===== config.mk =====
export PLATFORM = sky130hd
export DESIGN_NAME = fsd_kernel
export DESIGN_NICKNAME = d
export VERILOG_FILES = /design/src/design/fsd_pkg.sv /design/src/design/fsd_kernel.sv
export SDC_FILE = /design/constraint.sdc
export NUM_CORES = 1
export LEC_CHECK = 0
export BUFFER_PORTS_ARGS = -buffer_cell sky130_fd_sc_hd__buf_2
export CAP_MARGIN = 20
export CELL_PAD_IN_SITES_DETAIL_PLACEMENT = 1
export CELL_PAD_IN_SITES_GLOBAL_PLACEMENT = 2
export CORE_ASPECT_RATIO = 1.25
export CORE_MARGIN = 4
export CORE_UTILIZATION = 25
export DETAILED_ROUTE_END_ITERATION = 10
export PLACE_DENSITY_LB_ADDON = 0.1
export SYNTH_ARGS = -nofsm -noshare
export SYNTH_HDL_FRONTEND = slang
export SYNTH_SLANG_ARGS = --single-unit

===== constraint.sdc =====
create_clock -name vclk -period 23.4
set_clock_uncertainty 0.1 [all_clocks]
set_input_delay 4.68 -clock vclk [all_inputs]
set_output_delay 4.68 -clock vclk [all_outputs]
set_load 0.1 [all_outputs]

===== src/design/fsd_pkg.sv =====
// Shared types, constants and arithmetic helpers for the Floyd-Steinberg dither core.
package fsd_pkg;

  localparam int PIXEL_W        = 8;
  localparam int ERR_W          = 8;
  localparam int SUM_W          = 10;
  localparam int PROD_W         = 12;
  localparam int IMG_W_W        = 12;
  localparam int IMG_H_W        = 16;
  localparam int CFG_DATA_W     = 16;
  localparam int MAX_WIDTH_DEF  = 2048;
  localparam int WIDTH_RESET    = 640;
  localparam int HEIGHT_RESET   = 480;
  localparam int THRESHOLD      = 128;
  localparam int WHITE_LEVEL    = 255;

  localparam logic [2:0] WEIGHT_UP_LEFT  = 3'd1;
  localparam logic [2:0] WEIGHT_UP       = 3'd5;
  localparam logic [2:0] WEIGHT_UP_RIGHT = 3'd3;
  localparam logic [2:0] WEIGHT_LEFT     = 3'd7;

  typedef logic [PIXEL_W-1:0]       pixel_t;
  typedef logic signed [ERR_W-1:0]  err_t;
  typedef logic signed [SUM_W-1:0]  sum_t;

  typedef enum logic [0:0] {
    REG_IMAGE_WIDTH  = 1'b0,
    REG_IMAGE_HEIGHT = 1'b1
  } cfg_index_t;

  typedef struct packed {
    logic use_up_left;
    logic use_up;
    logic use_up_right;
    logic use_left;
  } share_sel_t;

  // Weighted share of an error, divided by 16 with truncation toward zero
  function automatic sum_t share(input err_t e, input logic [2:0] wgt);
    logic signed [PROD_W-1:0] p;
    logic signed [PROD_W-1:0] adj;
    p   = e * $signed({1'b0, wgt});
    adj = p + (p[PROD_W-1] ? PROD_W'(15) : PROD_W'(0));
    return SUM_W'(adj >>> 4);
  endfunction

  function automatic pixel_t clamp_level(input sum_t v);
    pixel_t r;
    if (v < 0) begin
      r = '0;
    end else if (v > SUM_W'(WHITE_LEVEL)) begin
      r = PIXEL_W'(WHITE_LEVEL);
    end else begin
      r = v[PIXEL_W-1:0];
    end
    return r;
  endfunction

  function automatic pixel_t add_share(input pixel_t v, input err_t e, input logic [2:0] wgt);
    sum_t s;
    s = $signed({2'b00, v}) + share(e, wgt);
    return clamp_level(s);
  endfunction

endpackage


===== src/design/fsd_kernel.sv =====
// Error correction, threshold and new error for one pixel.
module fsd_kernel (
  input  fsd_pkg::pixel_t     pixel,
  input  fsd_pkg::err_t       upper_left,
  input  fsd_pkg::err_t       up,
  input  fsd_pkg::err_t       upper_right,
  input  fsd_pkg::err_t       left,
  input  fsd_pkg::share_sel_t sel,
  output logic                dither_bit,
  output fsd_pkg::err_t       err
);
  import fsd_pkg::*;

  pixel_t v1, v2, v3, v4;
  sum_t   diff;

  always_comb begin
    v1 = sel.use_up_left  ? add_share(pixel, upper_left, WEIGHT_UP_LEFT) : pixel;
    v2 = sel.use_up       ? add_share(v1, up, WEIGHT_UP)                 : v1;
    v3 = sel.use_up_right ? add_share(v2, upper_right, WEIGHT_UP_RIGHT)  : v2;
    v4 = sel.use_left     ? add_share(v3, left, WEIGHT_LEFT)             : v3;
    dither_bit = (v4 >= PIXEL_W'(THRESHOLD));
    diff = $signed({2'b00, v4}) - (dither_bit ? SUM_W'(WHITE_LEVEL) : SUM_W'(0));
    err  = ERR_W'(diff);
  end

endmodule


[Word-level counts from Yosys, hierarchy flattened]
Index checks and enable logic that the tools add are counted.
Cells by class
  add/subtract/negate cells: 9
  multiply operators: 3
  $lt $le $gt $ge: 9
  mux-type cells: 17
Operator list (number)
  $mux W8: 13
  $gt A10 B9 Y1 const B: 4
  $lt A10 B1 Y1 const B: 4
  $add A9 B8 Y10: 3
  $add A12 B5 Y12: 2
  $mul A8 B4 Y12 const B: 2
  $mux W4: 4
  $add A11 B5 Y12: 1
  $mul A8 B3 Y11 const B: 1
  $add A9 B5 Y10: 1
  $add A8 B5 Y9: 1
  $ge A8 B8 Y1 const B: 1
  $sub A8 B8 Y8: 1
Word-level totals
  bits in registers: 0
  output and inout bits: 9

[Depth between registers and ports, before layout]
  depth in word-level cells: 25
  depth in mapped cells: 55

[Least setup slack after synthesis]
OpenSTA, ideal clock, no wires.
  path type: input to output
  start point: in up[1]
  end point: out err[7]
  arrival: 18196 ps
  data required time: 18620 ps
  slack: 424 ps
  stages: 55
  path buffers: 0
  path through: ha_1 -> ha_1 -> inv_1 -> fa_1 -> nand2b_1 -> a211oi_2 -> o21a_1 -> xnor2_1 -> inv_1 -> ha_1 -> and4_1 -> nand3_1 -> mux2_2 -> a21oi_2 -> nand3_1 -> nor3_1 -> a21oi_1 -> o221ai_1 -> [19 not listed] -> ha_1 -> nand2_1 -> o211a_1 -> o21bai_1 -> a21o_1 -> a21o_1 -> or3b_2 -> a21oi_2 -> nor2_4 -> o22ai_1 -> ha_1 -> nor2b_1 -> o21ai_0 -> nand2b_1 -> a21o_1 -> a21o_1 -> a21o_1 -> a21oi_1
Between the ends
  longest elaborated chain between the ends: 21
  elaborated cells on any way between the ends: 24
  those cells by class: add/sub: 5; mul: 1; order compare: 7; mux: 11
RTL lines
  start, declared: RTL line fsd_kernel.sv:5  | input fsd_pkg::err_t up,
  $mul A8 B4 Y12 *: RTL line fsd_pkg.sv:42  | p = e * $signed({1'b0, wgt});
  $mux W4: RTL line fsd_pkg.sv:43  | adj = p + (p[PROD_W-1] ? PROD_W'(15) : PROD_W'(0));
  $add A12 B5 Y12 *: RTL line fsd_pkg.sv:43
  $add A9 B8 Y10 *: RTL line fsd_pkg.sv:61  | s = $signed({2'b00, v}) + share(e, wgt);
  $gt A10 B9 Y1: RTL line fsd_pkg.sv:51  | end else if (v > SUM_W'(WHITE_LEVEL)) begin
  $mux W8: RTL line fsd_pkg.sv:51
  $mux W8 *: RTL line fsd_pkg.sv:49  | if (v < 0) begin
  $mux W8 *: RTL line fsd_kernel.sv:19  | v2 = sel.use_up ? add_share(v1, up, WEIGHT_UP) : v1;
  [6 not listed]
  $gt A10 B9 Y1: RTL line fsd_pkg.sv:51
  $mux W8: RTL line fsd_pkg.sv:51
  $mux W8: RTL line fsd_pkg.sv:49
  $mux W8 *: RTL line fsd_kernel.sv:21  | v4 = sel.use_left ? add_share(v3, left, WEIGHT_LEFT) : v3;
  $ge A8 B8 Y1 *: RTL line fsd_kernel.sv:22  | dither_bit = (v4 >= PIXEL_W'(THRESHOLD));
  named net dither_bit: RTL line fsd_kernel.sv:9  | output logic dither_bit,
  $mux W8 *: RTL line fsd_kernel.sv:23  | diff = $signed({2'b00, v4}) - (dither_bit ? SUM_W'(WHITE_LEVEL) : SUM_W'(0));
  $sub A8 B8 Y8 *: RTL line fsd_kernel.sv:23
  end, declared: RTL line fsd_kernel.sv:10  | output fsd_pkg::err_t err
The timed path passes the listed nets; every way through them passes the cells marked *.

[Worst setup path in the final report]
  start point: in up[3]
  end point: out err[7]
Between the ends
  longest elaborated chain between the ends: 21
  elaborated cells on any way between the ends: 24
  those cells by class: add/sub: 5; mul: 1; order compare: 7; mux: 11
RTL lines (RTL line)
  $mul A8 B4 Y12 *: fsd_pkg.sv:42
  $mux W4: fsd_pkg.sv:43
  $add A12 B5 Y12 *: fsd_pkg.sv:43
  $add A9 B8 Y10 *: fsd_pkg.sv:61
  $gt A10 B9 Y1: fsd_pkg.sv:51
  $mux W8: fsd_pkg.sv:51
  $mux W8 *: fsd_pkg.sv:49
  $mux W8 *: fsd_kernel.sv:19
  [5 not listed]
  $add A9 B8 Y10: fsd_pkg.sv:61
  $gt A10 B9 Y1: fsd_pkg.sv:51
  $mux W8: fsd_pkg.sv:51
  $mux W8: fsd_pkg.sv:49
  $mux W8 *: fsd_kernel.sv:21
  $ge A8 B8 Y1: fsd_kernel.sv:22
  $mux W8: fsd_kernel.sv:23
  $sub A8 B8 Y8 *: fsd_kernel.sv:23
Every way passes the cells marked *; elsewhere a longest branch is shown, timed or not.

==> metrics.md <==
| Metric | Value |
|---|---|
| Post-CTS setup buffers | 0 |
| GP Congestion | 0.849 |
| WL met1 | 6550 µm |
| Crit path max fanout | 8 |
| CP Launch Point | up[3] |
| Cells after Synth | 657 |
| I/O pin cnt | 53 |
| Final period utilization | 0.949 |
| Die Span X | 134 µm |
| Initial Util | 0.255 |
| Worst Path Arrival | 17.42 ns |
| Die area | 22200 µm² |
| Overflow after GRT | 0 |
| Share of cells above drive strength 1 | 0.138 |
| Hold buffer count at CTS | 0 |
| DPL Wire Length | 13800 µm |
| DRC | 0 |
| Fillers | 2429 |
| Area delta synth->final | 11.0% |
| Worst path max stage delay | 0.46 ns |
| First drt pass iteration count | 4 |
| Hold Violations, Final | 0 |
| Vias | 4924 |
| # clk buffers | 0 |
| Die Span Y | 165 µm |
| Synthesized area per cell | 7.55 µm² |
| WP data required | 18.62 ns |
| Multi-input logic area | 4680 µm² |
| DRT iter0 DRCs | 68 |
| Avg WL per Cell | 15.8 µm |
| Mapped Area | 4960 µm² |
| Worst Setup EP | err[7] |
| Initial antenna violation count | 0 |
| Slew Limit Fails | 0 |
| Gr usage total | 0.136 |
| Setup TNS | 0 ns |
| Post-route non-filler standard cell count | 967 |
| ANT nets after route | 0 |
| Area of the core | 19500 µm² |
| Num sequential | 0 |
| Length of routed met3 wiring | 221 µm |
| Global-route wire length before repair | 25500 µm |
| Ys Warns | 0 |
| Critical-path top delay cell | or3b_2 |
| Reg area | 0 µm² |
| Post-synthesis sequential area ratio | 0 |
| Setup-failing EPs final | 0 |
| Uppermost layer routed | met4 |
| Unrepaired setup endpoints after global routing | false |
| # resized after CTS | 0 |
| Status | finished, final reports clean |
| Setup crit end kind | output pin |
| Largest net degree at the start of global routing | 15 |
| Rel. slew slack | 0.436 |
| Post-Synthesis Net Count | 813 |
| Count of cell types in the netlist | 86 |
| Vias per inst | 5.09 |
| Vias in the first global route | 5275 |
| Met2 wire length | 8250 µm |
| # diodes | 0 |
| Fmax | 45.0 MHz |
| Worst slew pin tran | 0.836 ns |
| Minimum clock period | 22.20 ns |
| Hold/Removal Path Class | in -> out |
| Drt total wl | 15200 µm |
| MaxCap Viol Count | 0 |
| Placed Cells | 967 |
| Fin nets | 860 |
| PortBufs | 53 |
| Row cnt | 57 |
| Most used cell, CP | ha_1 |
| Startpoint types | input pin |
| Critical path class | in -> out |
## layout make-up
cell class	count	area share
inverter	61	0.0416
multi-input combinational	588	0.850
tap	265	0.0602
timing repair buffer	53	0.0482
## stage by stage
step	hold slack, ns	setup WS [ns]	util	instance area [µm²]
finish	9.94	1.20	0.283	5510
global route	9.98	0.0109	0.283	5510
global placement	9.93	1.24	0.283	5510
CTS	9.95	1.06	0.283	5510
floorplan	9.91	0.424	-	4960
detailed placement	9.95	1.09	0.283	5510
## per-layer routing
metal,global-route usage,vias up
met4,0.0192,0
met5,0,-
met3,0.00242,13
li1,-,2496
met1,0.158,2357
met2,0.282,58
## cells in the final DEF (no fill, tap or decap), drive strengths merged, types with 14 or more instances in the layout
cell type,Yosys,routed
inv,61,61
o21ai,28,28
a21oi,51,51
xnor2,36,36
a21o,23,23
nor2,77,77
nand2,28,28
nor3,15,15
a211oi,14,14
buf,6,53
xor2,33,33
nand2b,15,15
ha,99,99
## cell usage after synthesis (all sizes together) (4+ instances only)
cell,count,area (µm²)
a211oi,14,128
a21o,23,176
a21oi,51,267
a22oi,4,30.0
and2,4,25.0
and3,7,43.8
buf,6,41.3
fa,13,260
ha,99,1240
inv,61,229
mux2i,4,43.8
nand2,28,105
nand2b,15,93.8
nand3,11,55.1
nor2,77,299
nor2b,4,25.0
nor3,15,75.1
o211ai,5,37.5
o21a,10,75.1
o21ai,28,144
o21bai,6,45.0
o221ai,8,70.1
o22ai,6,37.5
o2bb2ai,5,43.8
o31a,4,35.0
or2,6,37.5
or3,8,51.3
xnor2,36,323
xor2,33,297
## kinds of logic after synthesis
family | after synthesis | share of synthesized area
buffers and inverters | 69 | 0.0560
and+or+nand+nor | 198 | 0.206
AOI/OAI and AO/OA | 203 | 0.298
adders and majority gates | 112 | 0.302
muxes | 6 | 0.0134
xor gates and xnor gates | 69 | 0.125
## critical path: cells and delay by family
family	cells	cell delay (ns)
buf+inv	4	0.77
xor+xnor	3	0.72
compound gates	23	4.53
mux	2	0.66
simple gates	17	3.50
fa+ha+maj	8	2.51
## worst min path at each step
| stage | start | to | slack (ns) | cells after the start |
|---|---|---|---|---|
| 2_1_floorplan | sel[0] | dither_bit | 9.91 | 1 |
| 3_3_place_gp | sel[0] | dither_bit | 9.93 | 3 |
| 3_5_place_dp | sel[0] | dither_bit | 9.95 | 3 |
| 4_1_cts | sel[0] | dither_bit | 9.95 | 3 |
| 5_1_grt | sel[0] | dither_bit | 9.98 | 3 |
| 6_report | sel[0] | dither_bit | 9.94 | 3 |
Power is not shown: default switching activity piles up to over one toggle a cycle in this logic, so the estimate is an artifact.
